File: config.mk
export PLATFORM = sky130hd
export DESIGN_NAME = sha256_byte_stream_hash_top
export DESIGN_NICKNAME = d
export VERILOG_FILES = /design/src/rtl/shabs_pkg.sv /design/src/rtl/shabs_round.sv /design/src/rtl/sha256_byte_stream_hash_top.sv
export VERILOG_INCLUDE_DIRS = /design/src /design/src/rtl
export SDC_FILE = /design/constraint.sdc
export NUM_CORES = 2
export LEC_CHECK = 0
export BUFFER_PORTS_ARGS = -buffer_cell sky130_fd_sc_hd__clkbuf_2
export CORE_ASPECT_RATIO = 0.75
export CORE_MARGIN = 2
export CORE_UTILIZATION = 38
export DETAILED_ROUTE_END_ITERATION = 7
export SYNTH_ARGS = -nofsm -noshare
export SYNTH_HDL_FRONTEND = slang
export SYNTH_SLANG_ARGS = --single-unit
File: constraint.sdc
create_clock -name clk -period 17.51 [get_ports clk]
set_input_delay 1.751 -clock clk [delete_from_list [all_inputs] [get_ports clk]]
set_output_delay 1.751 -clock clk [all_outputs]
set_load 0.02 [all_outputs]
File: src/rtl/sha256_byte_stream_hash_top_assert.svh
// Assertion macros for the SHA-256 byte stream hash block.
// Expects clk and arst_n in the scope of the module that uses them.
`ifndef SHA256_BYTE_STREAM_HASH_TOP_ASSERT_SVH
`define SHA256_BYTE_STREAM_HASH_TOP_ASSERT_SVH

// Property that must hold on every clock edge outside reset.
`define SHABS_ASSERT(lbl, prop, msg) \
	lbl: assert property (@(posedge clk) disable iff (!arst_n) (prop)) else $error(msg);

// Condition that must hold in the cycle after a trigger.
`define SHABS_ASSERT_NEXT(lbl, trig, cond, msg) \
	lbl: assert property (@(posedge clk) disable iff (!arst_n) (trig) |=> (cond)) else $error(msg);

`endif

File: src/rtl/shabs_pkg.sv
// Package for the SHA-256 byte stream hash: sequencer states, round control,
// round constants, initial hash values and the rotate/sigma functions.
`timescale 1ns / 1ps

package shabs_pkg;

	typedef enum logic [2:0] {
		ST_IDLE,
		ST_PAD,
		ST_LOAD,
		ST_ROUND,
		ST_UPDATE,
		ST_OUT
	} shabs_state_t;

	typedef struct packed {
		logic restart;
		logic load;
		logic step;
		logic update;
	} shabs_ctrl_t;

	localparam logic [7:0] MARK_BYTE = 8'h80;
	localparam logic [5:0] LEN_POS   = 6'd56;
	localparam logic [5:0] LAST_POS  = 6'd63;
	localparam logic [5:0] LAST_RND  = 6'd63;
	localparam logic [2:0] LAST_WORD = 3'd7;

	localparam logic [31:0] ROUND_K [64] = '{
		32'h428a2f98, 32'h71374491, 32'hb5c0fbcf, 32'he9b5dba5,
		32'h3956c25b, 32'h59f111f1, 32'h923f82a4, 32'hab1c5ed5,
		32'hd807aa98, 32'h12835b01, 32'h243185be, 32'h550c7dc3,
		32'h72be5d74, 32'h80deb1fe, 32'h9bdc06a7, 32'hc19bf174,
		32'he49b69c1, 32'hefbe4786, 32'h0fc19dc6, 32'h240ca1cc,
		32'h2de92c6f, 32'h4a7484aa, 32'h5cb0a9dc, 32'h76f988da,
		32'h983e5152, 32'ha831c66d, 32'hb00327c8, 32'hbf597fc7,
		32'hc6e00bf3, 32'hd5a79147, 32'h06ca6351, 32'h14292967,
		32'h27b70a85, 32'h2e1b2138, 32'h4d2c6dfc, 32'h53380d13,
		32'h650a7354, 32'h766a0abb, 32'h81c2c92e, 32'h92722c85,
		32'ha2bfe8a1, 32'ha81a664b, 32'hc24b8b70, 32'hc76c51a3,
		32'hd192e819, 32'hd6990624, 32'hf40e3585, 32'h106aa070,
		32'h19a4c116, 32'h1e376c08, 32'h2748774c, 32'h34b0bcb5,
		32'h391c0cb3, 32'h4ed8aa4a, 32'h5b9cca4f, 32'h682e6ff3,
		32'h748f82ee, 32'h78a5636f, 32'h84c87814, 32'h8cc70208,
		32'h90befffa, 32'ha4506ceb, 32'hbef9a3f7, 32'hc67178f2
	};

	localparam logic [31:0] INIT_H [8] = '{
		32'h6a09e667, 32'hbb67ae85, 32'h3c6ef372, 32'ha54ff53a,
		32'h510e527f, 32'h9b05688c, 32'h1f83d9ab, 32'h5be0cd19
	};

	function automatic logic [31:0] rotr(input logic [31:0] x, input int n);
		return (x >> n) | (x << (32 - n));
	endfunction

	// message schedule sigmas
	function automatic logic [31:0] ssig0(input logic [31:0] x);
		return rotr(x, 7) ^ rotr(x, 18) ^ (x >> 3);
	endfunction

	function automatic logic [31:0] ssig1(input logic [31:0] x);
		return rotr(x, 17) ^ rotr(x, 19) ^ (x >> 10);
	endfunction

	// round sigmas
	function automatic logic [31:0] bsig0(input logic [31:0] x);
		return rotr(x, 2) ^ rotr(x, 13) ^ rotr(x, 22);
	endfunction

	function automatic logic [31:0] bsig1(input logic [31:0] x);
		return rotr(x, 6) ^ rotr(x, 11) ^ rotr(x, 25);
	endfunction

endpackage

File: src/rtl/shabs_round.sv
// Shared SHA-256 round unit: working variables, hash state and final add.
// Depends on shabs_pkg for constants, sigmas and the control struct.
`timescale 1ns / 1ps

module shabs_round import shabs_pkg::*; (
	input  logic        clk,
	input  logic        arst_n,
	input  shabs_ctrl_t ctrl,
	input  logic [5:0]  rnd,
	input  logic [31:0] w,
	input  logic [2:0]  rd_idx,
	output logic [31:0] rd_word
);

	logic [31:0] hash_q [8];
	logic [31:0] var_q  [8];
	logic [31:0] ch, maj, t1, t2;

	always_comb begin
		ch  = (var_q[4] & var_q[5]) ^ (~var_q[4] & var_q[6]);
		maj = (var_q[0] & var_q[1]) ^ (var_q[0] & var_q[2]) ^ (var_q[1] & var_q[2]);
		t1  = var_q[7] + bsig1(var_q[4]) + ch + ROUND_K[rnd] + w;
		t2  = bsig0(var_q[0]) + maj;
	end

	always_ff @(posedge clk or negedge arst_n) begin
		if (!arst_n) begin
			hash_q <= INIT_H;
		end else if (ctrl.restart) begin
			hash_q <= INIT_H;
		end else if (ctrl.update) begin
			for (int i = 0; i < 8; i++) begin
				hash_q[i] <= hash_q[i] + var_q[i];
			end
		end
	end

	always_ff @(posedge clk or negedge arst_n) begin
		if (!arst_n) begin
			for (int i = 0; i < 8; i++) begin
				var_q[i] <= '0;
			end
		end else if (ctrl.load) begin
			var_q <= hash_q;
		end else if (ctrl.step) begin
			var_q[7] <= var_q[6];
			var_q[6] <= var_q[5];
			var_q[5] <= var_q[4];
			var_q[4] <= var_q[3] + t1;
			var_q[3] <= var_q[2];
			var_q[2] <= var_q[1];
			var_q[1] <= var_q[0];
			var_q[0] <= t1 + t2;
		end
	end

	assign rd_word = hash_q[rd_idx];

endmodule

File: src/rtl/sha256_byte_stream_hash_top.sv
// SHA-256 over a byte stream: one message byte per request, digest out as
// eight 32-bit words. Depends on shabs_pkg, shabs_round and the assert header.
`timescale 1ns / 1ps

// One request carries at most one message byte; end_of_message closes the
// message and may come with no byte (empty message allowed). Bytes shift into
// a 64-byte window register one per cycle while the input is ready; a full
// block goes through a load step, 64 rounds of the single shared round unit
// and an update step that folds the result into the hash state. The input is
// not ready while a block is padded or compressed or the digest is offered.
// Finishing a message writes the padding one byte per cycle (0x80, zeros and
// the 64-bit bit length) into the same window, adding one or two blocks. The
// wait from the end of the message to the first digest word is longest when
// 0x80 lands on byte 56: that block is padded out and compressed, then a full
// padding block with the length follows. The digest is then offered as eight
// results, word 0 (most significant) first. len_overflow is set on all eight
// words when the message ran past 2^61-1 bytes; the digest is still computed
// over the length taken modulo 2^64 bits. After word 7 is taken the hash state,
// byte count and error flag return to their initial values. No clearing pass
// after reset is needed.
module sha256_byte_stream_hash_top import shabs_pkg::*; (
	input  logic        clk,
	input  logic        arst_n,
	input  logic        in_valid,
	output logic        in_ready,
	input  logic [7:0]  data_byte,
	input  logic        byte_present,
	input  logic        end_of_message,
	output logic        out_valid,
	input  logic        out_ready,
	output logic [31:0] digest_word,
	output logic [2:0]  word_number,
	output logic        final_word,
	output logic        len_overflow
);

`include "sha256_byte_stream_hash_top_assert.svh"

	shabs_state_t state_q, state_d;

	// 64-byte window: block buffer while filling, schedule line while compressing
	logic [511:0] win_q;
	logic [5:0]   fill_q;
	logic [60:0]  byte_count_q;
	logic         too_long_q;
	logic [5:0]   rnd_q;
	logic [2:0]   word_q;

	// padding progress
	logic pad_q;     // end of message seen
	logic mark_q;    // 0x80 written
	logic len_ok_q;  // length field fits in the current block
	logic final_q;   // current block carries the length

	logic        accept_in;
	logic        take_byte;
	logic        out_done;
	logic [7:0]  pad_byte;
	logic [63:0] len_bits;
	logic [5:0]  len_shift;
	logic [31:0] w_cur, w_next;
	shabs_ctrl_t ctrl;

	assign in_ready  = (state_q == ST_IDLE);
	assign accept_in = in_valid && in_ready;
	assign take_byte = accept_in && byte_present;
	assign out_done  = (state_q == ST_OUT) && out_ready && (word_q == LAST_WORD);

	// length field, big-endian, byte fill_q[2:0] of 8
	assign len_bits  = {byte_count_q, 3'b000};
	assign len_shift = {~fill_q[2:0], 3'b000};

	always_comb begin
		if (!mark_q) begin
			pad_byte = MARK_BYTE;
		end else if (len_ok_q && (fill_q >= LEN_POS)) begin
			pad_byte = 8'(len_bits >> len_shift);
		end else begin
			pad_byte = '0;
		end
	end

	// window holds w[i..i+15] in round i; w[i+16] enters at the tail
	assign w_cur  = win_q[511:480];
	assign w_next = win_q[511:480] + ssig0(win_q[479:448]) + win_q[223:192]
		+ ssig1(win_q[63:32]);

	always_comb begin
		state_d = state_q;
		case (state_q)
			ST_IDLE: begin
				if (take_byte && (fill_q == LAST_POS)) begin
					state_d = ST_LOAD;
				end else if (accept_in && end_of_message) begin
					state_d = ST_PAD;
				end
			end
			ST_PAD: begin
				if (fill_q == LAST_POS) begin
					state_d = ST_LOAD;
				end
			end
			ST_LOAD: begin
				state_d = ST_ROUND;
			end
			ST_ROUND: begin
				if (rnd_q == LAST_RND) begin
					state_d = ST_UPDATE;
				end
			end
			ST_UPDATE: begin
				if (final_q) begin
					state_d = ST_OUT;
				end else if (pad_q) begin
					state_d = ST_PAD;
				end else begin
					state_d = ST_IDLE;
				end
			end
			ST_OUT: begin
				if (out_done) begin
					state_d = ST_IDLE;
				end
			end
			default: begin
				state_d = ST_IDLE;
			end
		endcase
	end

	always_ff @(posedge clk or negedge arst_n) begin
		if (!arst_n) begin
			state_q <= ST_IDLE;
		end else begin
			state_q <= state_d;
		end
	end

	always_ff @(posedge clk) begin
		if (take_byte) begin
			win_q <= {win_q[503:0], data_byte};
		end else if (state_q == ST_PAD) begin
			win_q <= {win_q[503:0], pad_byte};
		end else if (state_q == ST_ROUND) begin
			win_q <= {win_q[479:0], w_next};
		end
	end

	always_ff @(posedge clk or negedge arst_n) begin
		if (!arst_n) begin
			fill_q       <= '0;
			byte_count_q <= '0;
			too_long_q   <= 1'b0;
			rnd_q        <= '0;
			word_q       <= '0;
			pad_q        <= 1'b0;
			mark_q       <= 1'b0;
			len_ok_q     <= 1'b0;
			final_q      <= 1'b0;
		end else begin
			if (take_byte || (state_q == ST_PAD)) begin
				fill_q <= fill_q + 6'd1;
			end
			if (take_byte) begin
				byte_count_q <= byte_count_q + 61'd1;
				if (&byte_count_q) begin
					too_long_q <= 1'b1;
				end
			end
			if (accept_in && end_of_message) begin
				pad_q <= 1'b1;
			end
			if (state_q == ST_PAD) begin
				if (!mark_q) begin
					mark_q <= 1'b1;
					if (fill_q < LEN_POS) begin
						len_ok_q <= 1'b1;
					end
				end else if (len_ok_q && (fill_q == LAST_POS)) begin
					final_q <= 1'b1;
				end
			end
			// a padding block without the length: the next one has room
			if ((state_q == ST_UPDATE) && pad_q && !final_q) begin
				len_ok_q <= 1'b1;
			end
			if (state_q == ST_ROUND) begin
				rnd_q <= rnd_q + 6'd1;
			end
			if ((state_q == ST_OUT) && out_ready) begin
				word_q <= word_q + 3'd1;
			end
			if (out_done) begin
				byte_count_q <= '0;
				too_long_q   <= 1'b0;
				pad_q        <= 1'b0;
				mark_q       <= 1'b0;
				len_ok_q     <= 1'b0;
				final_q      <= 1'b0;
			end
		end
	end

	always_comb begin
		ctrl.restart = out_done;
		ctrl.load    = (state_q == ST_LOAD);
		ctrl.step    = (state_q == ST_ROUND);
		ctrl.update  = (state_q == ST_UPDATE);
	end

	shabs_round u_round (
		.clk     (clk),
		.arst_n  (arst_n),
		.ctrl    (ctrl),
		.rnd     (rnd_q),
		.w       (w_cur),
		.rd_idx  (word_q),
		.rd_word (digest_word)
	);

	assign out_valid    = (state_q == ST_OUT);
	assign word_number  = word_q;
	assign final_word   = (word_q == LAST_WORD);
	assign len_overflow = too_long_q;

	// input and output sides are never open together
	`SHABS_ASSERT(a_ready_excl, !(in_ready && out_valid), "input ready while digest pending")
	// a block always starts compressing from an empty window position
	`SHABS_ASSERT(a_load_fill, (state_q != ST_LOAD) || (fill_q == '0), "load with partial block")
	// 64 rounds, then the hash state update
	`SHABS_ASSERT_NEXT(a_round_end, (state_q == ST_ROUND) && (rnd_q == LAST_RND), state_q == ST_UPDATE, "round count overran")
	// digest always starts at word 0
	`SHABS_ASSERT(a_out_first, !$rose(out_valid) || (word_q == '0), "digest not started at word 0")
	// the length block only appears after the end marker
	`SHABS_ASSERT(a_final_pad, !final_q || (pad_q && mark_q && len_ok_q), "length block without padding")

endmodule

==> results.py <==
metrics = {
    "critical_path": {
        "critPathMaxStageDelay_ns": 0.81,
        "cp-end-kind": "register",
        "critPathKind": "reg -> reg",
        "worstPathRequired_ns": 18.15,
        "r2r_slack_ns": 6.44,
        "cp_max_fo": 19,
        "start_kind": "register",
        "crit_slowest_cell": "a2111oi_0",
        "cp.arrival_ns": 11.71,
    },
    "pwr": {
        "switching_share_pct": 21.8,
        "p_sw_uw": 1190,
        "leakagePower_uw": 0.0374,
        "total_power_uw": 5450,
        "p_clk_share_pct": 49.7,
        "seqPwrFrac_pct": 49.7,
        "comb_power_share_pct": 0.6,
        "peakVddDrop_mv": 0.0868,
        "cell_internal_pwr_uw": 4260,
        "powerDensity_mw_per_mm2": 65.3,
    },
    "synthesis": {
        "synth_async_sr_flop_share_pct": 53.8,
        "syn_area_sq_mm": 0.0767,
        "yosysTopAreaCell": "edfxtp_1",
        "netlist.area_leader.share_pct": 20.1,
        "synthTopCellsByArea": "edfxtp_1 (20%), dfrtp_1 (15%), nand2_1 (9.1%), ha_1 (6.5%), fa_1 (5.1%)",
        "synthDistinctLibCells": 89,
        "yosysWarnings": 0,
        "syn-num-nets": 9003,
        "ys_ff_latch": 1108,
        "synth_common_cells": "nand2_1 (1,861), o21ai_0 (766), edfxtp_1 (512), a21oi_1 (501), inv_1 (465)",
        "synth-edff-count": 512,
        "avgSynthCellArea_sq_um": 9.13,
        "yosysMostFrequentCell": "nand2_1",
        "synth-main-ff-cell": "edfxtp_1",
        "syn-instance-count": 8396,
        "yosysSeqAreaShare_pct": 39.7,
    },
    "clock_network": {
        "numCtsBuffers": 120,
        "cts_root_buffer": "clkbuf_16",
        "cts_tree": "built",
        "ctsHoldBuffers": 0,
        "cts.path.max_buffers": 3,
        "post-cts-setup-buffer-count": 0,
        "cts_max_level": 3,
        "clk_latency_ns": 0.79,
        "path_clk_slew_ns": 0.06,
        "clkSinkCount": 1108,
        "cts_resized": 0,
    },
    "floorplanning": {
        "core-area_sq_mm": 0.200,
        "die_w_um": 523,
        "die_area_sq_mm": 0.205,
        "io_pins": 53,
        "die_h_um": 393,
        "rows": 142,
        "initial_core_util_pct": 38.3,
    },
    "sta": {
        "fin_tns_setup_ns": 0,
        "worstMarginPinSlew_ns": 1.20,
        "hold_viol": 0,
        "rsz0062_at_grt": "no",
        "max_freq_mhz": 90.4,
        "setup_viol_count_final": 0,
        "clock_skew_ns": 0.0502,
        "period_minus_slack_ns": 11.07,
        "post-route-period-util_pct": 63.2,
        "drv_slew": 0,
        "setup_slack_ns": 6.44,
        "slew_headroom_pct": 19.9,
    },
    "detailed_routing": {
        "wirelength_um": 251000,
        "via_per_inst": 5.61,
        "detail-route-antenna-nets": 0,
        "num_vias": 61400,
        "drcViolationCount": 0,
        "drtIter0Drc": 7312,
        "wire_per_inst_um": 23.0,
        "first_pass_iters": 6,
    },
    "global_route": {
        "antenna_found_initial": 7,
        "overflow": 0,
        "grt_pass1_wl_um": 379000,
        "grt_pass1_vias": 57800,
        "grt_util_all_layers_pct": 24.2,
        "grt_max_degree": 226,
    },
    "placement": {
        "pre_cts_ws_ns": 6.76,
        "place_area_sq_mm": 0.0793,
        "finalWeightedCongestion": 0.960,
        "io_buffers": 52,
        "dp_hpwl_um": 184000,
    },
    "layout": {
        "fin_nets": 8781,
        "syn2layout_area_growth_pct": 8.78,
        "drive_gt1_share_pct": 8.16,
        "final_area_sq_mm": 0.0834,
    },
    "job": {
        "drv_cap": 0,
    },
    "min_path": {
        "hp-class": "reg -> reg",
    },
    "status": {
        "status": "finished, final reports clean",
    },
}
[metal layers]
metal	track usage, %	vias to the layer above	part of all wire, %
li1	-	28500	-
met1	39.5	30400	50
met2	32.6	2175	39
met3	4.01	282	8.1
met4	5.17	2	2.2
met5	0	-	0.0052
[cells by family (layout without fill, tap and decap cells)]
group	count (synthesis)	in the layout	synth area share [%]
simple gates	2798	2798	15.3
compound gates	1931	1931	15.1
flops	1108	1108	39.7
buf+inv	951	835	4.66
xor+xnor	614	614	7.03
fa+ha+maj	596	596	11.6
mux	398	398	6.62
other cells	0	1	0
[critical path: cells and delay by family (launching register included)]
family | cells | cell delay [ns]
and+or+nand+nor | 4 | 0.99
AOI/OAI and AO/OA | 16 | 4.44
adders and majority gates | 7 | 3.41
xor gates and xnor gates | 2 | 0.35
DFF | 1 | 0.76
buffers and inverters | 6 | 0.98
[cells in the final DEF, fill, tap and decap left out, types with 125 or more instances in the layout]
cell type / n
a21o_1: 185
a21oi_1: 501
dfrtp_1: 454
dfstp_2: 136
edfxtp_1: 512
fa_1: 195
ha_1: 398
inv_1: 464
mux2i_1: 253
nand2_1: 1857
nand3_1: 125
nor2_1: 366
o21ai_0: 766
xnor2_1: 329
xor2_1: 284
[power groups by stage]
stage	clock network, uW	logic, uW	registers [uW]
after floorplan	0	0.101	2760
after global placement	0	34.8	2760
after detailed placement	0	34.9	2760
after CTS	2760	35.1	2710
after global routing	2860	38.5	2700
final	2710	32.6	2710
[per-stage QoR]
step / cells / hold slack [ns] / util, %
finish: 10900 / 0.469 / 41.7
floorplan: 8396 / 0.435 / -
detailed placement: 10700 / 0.462 / 39.6
global placement: 10700 / 0.449 / 39.6
global route: 10900 / 0.504 / 41.7
CTS: 10900 / 0.473 / 41.7
[worst paths after layout]
check | from | cells past startpoint | endpoint
worst min-delay path | fill_q[5] | 1 | fill_q[5]
worst max-delay path | rnd_q[1] | 35 | u_round.var_q[254]
min in group asynchronous | arst_n | 1 | u_round.hash_q[195]
worst max register to register | rnd_q[1] | 35 | u_round.var_q[254]
worst min register to register | fill_q[5] | 1 | fill_q[5]
max in group asynchronous | arst_n | 5 | state_q[0]
[area by class of cell]
cell class | instances | area, sq um
fillers | 19700 | 117000
multi-input cells | 6337 | 42700
flip-flops and latches | 1108 | 30500
clock buffers | 172 | 3390
well taps | 2664 | 3330
inverters | 466 | 1750
repair buffers | 141 | 1030
clock inverters | 56 | 699
diodes | 1 | 2.50
[sequential cells by signal, indices dropped and copies added (netlist names)]
register and flops:
rnd_q 6, u_round.var_q 256, word_number 3, state_q 3, pad_q 1, u_round.hash_q 256, len_ok_q 1, final_q 1
mark_q 1, win_q 512, byte_count_q 61, len_overflow 1, fill_q 6
Power figures use the tool's default switching activity.
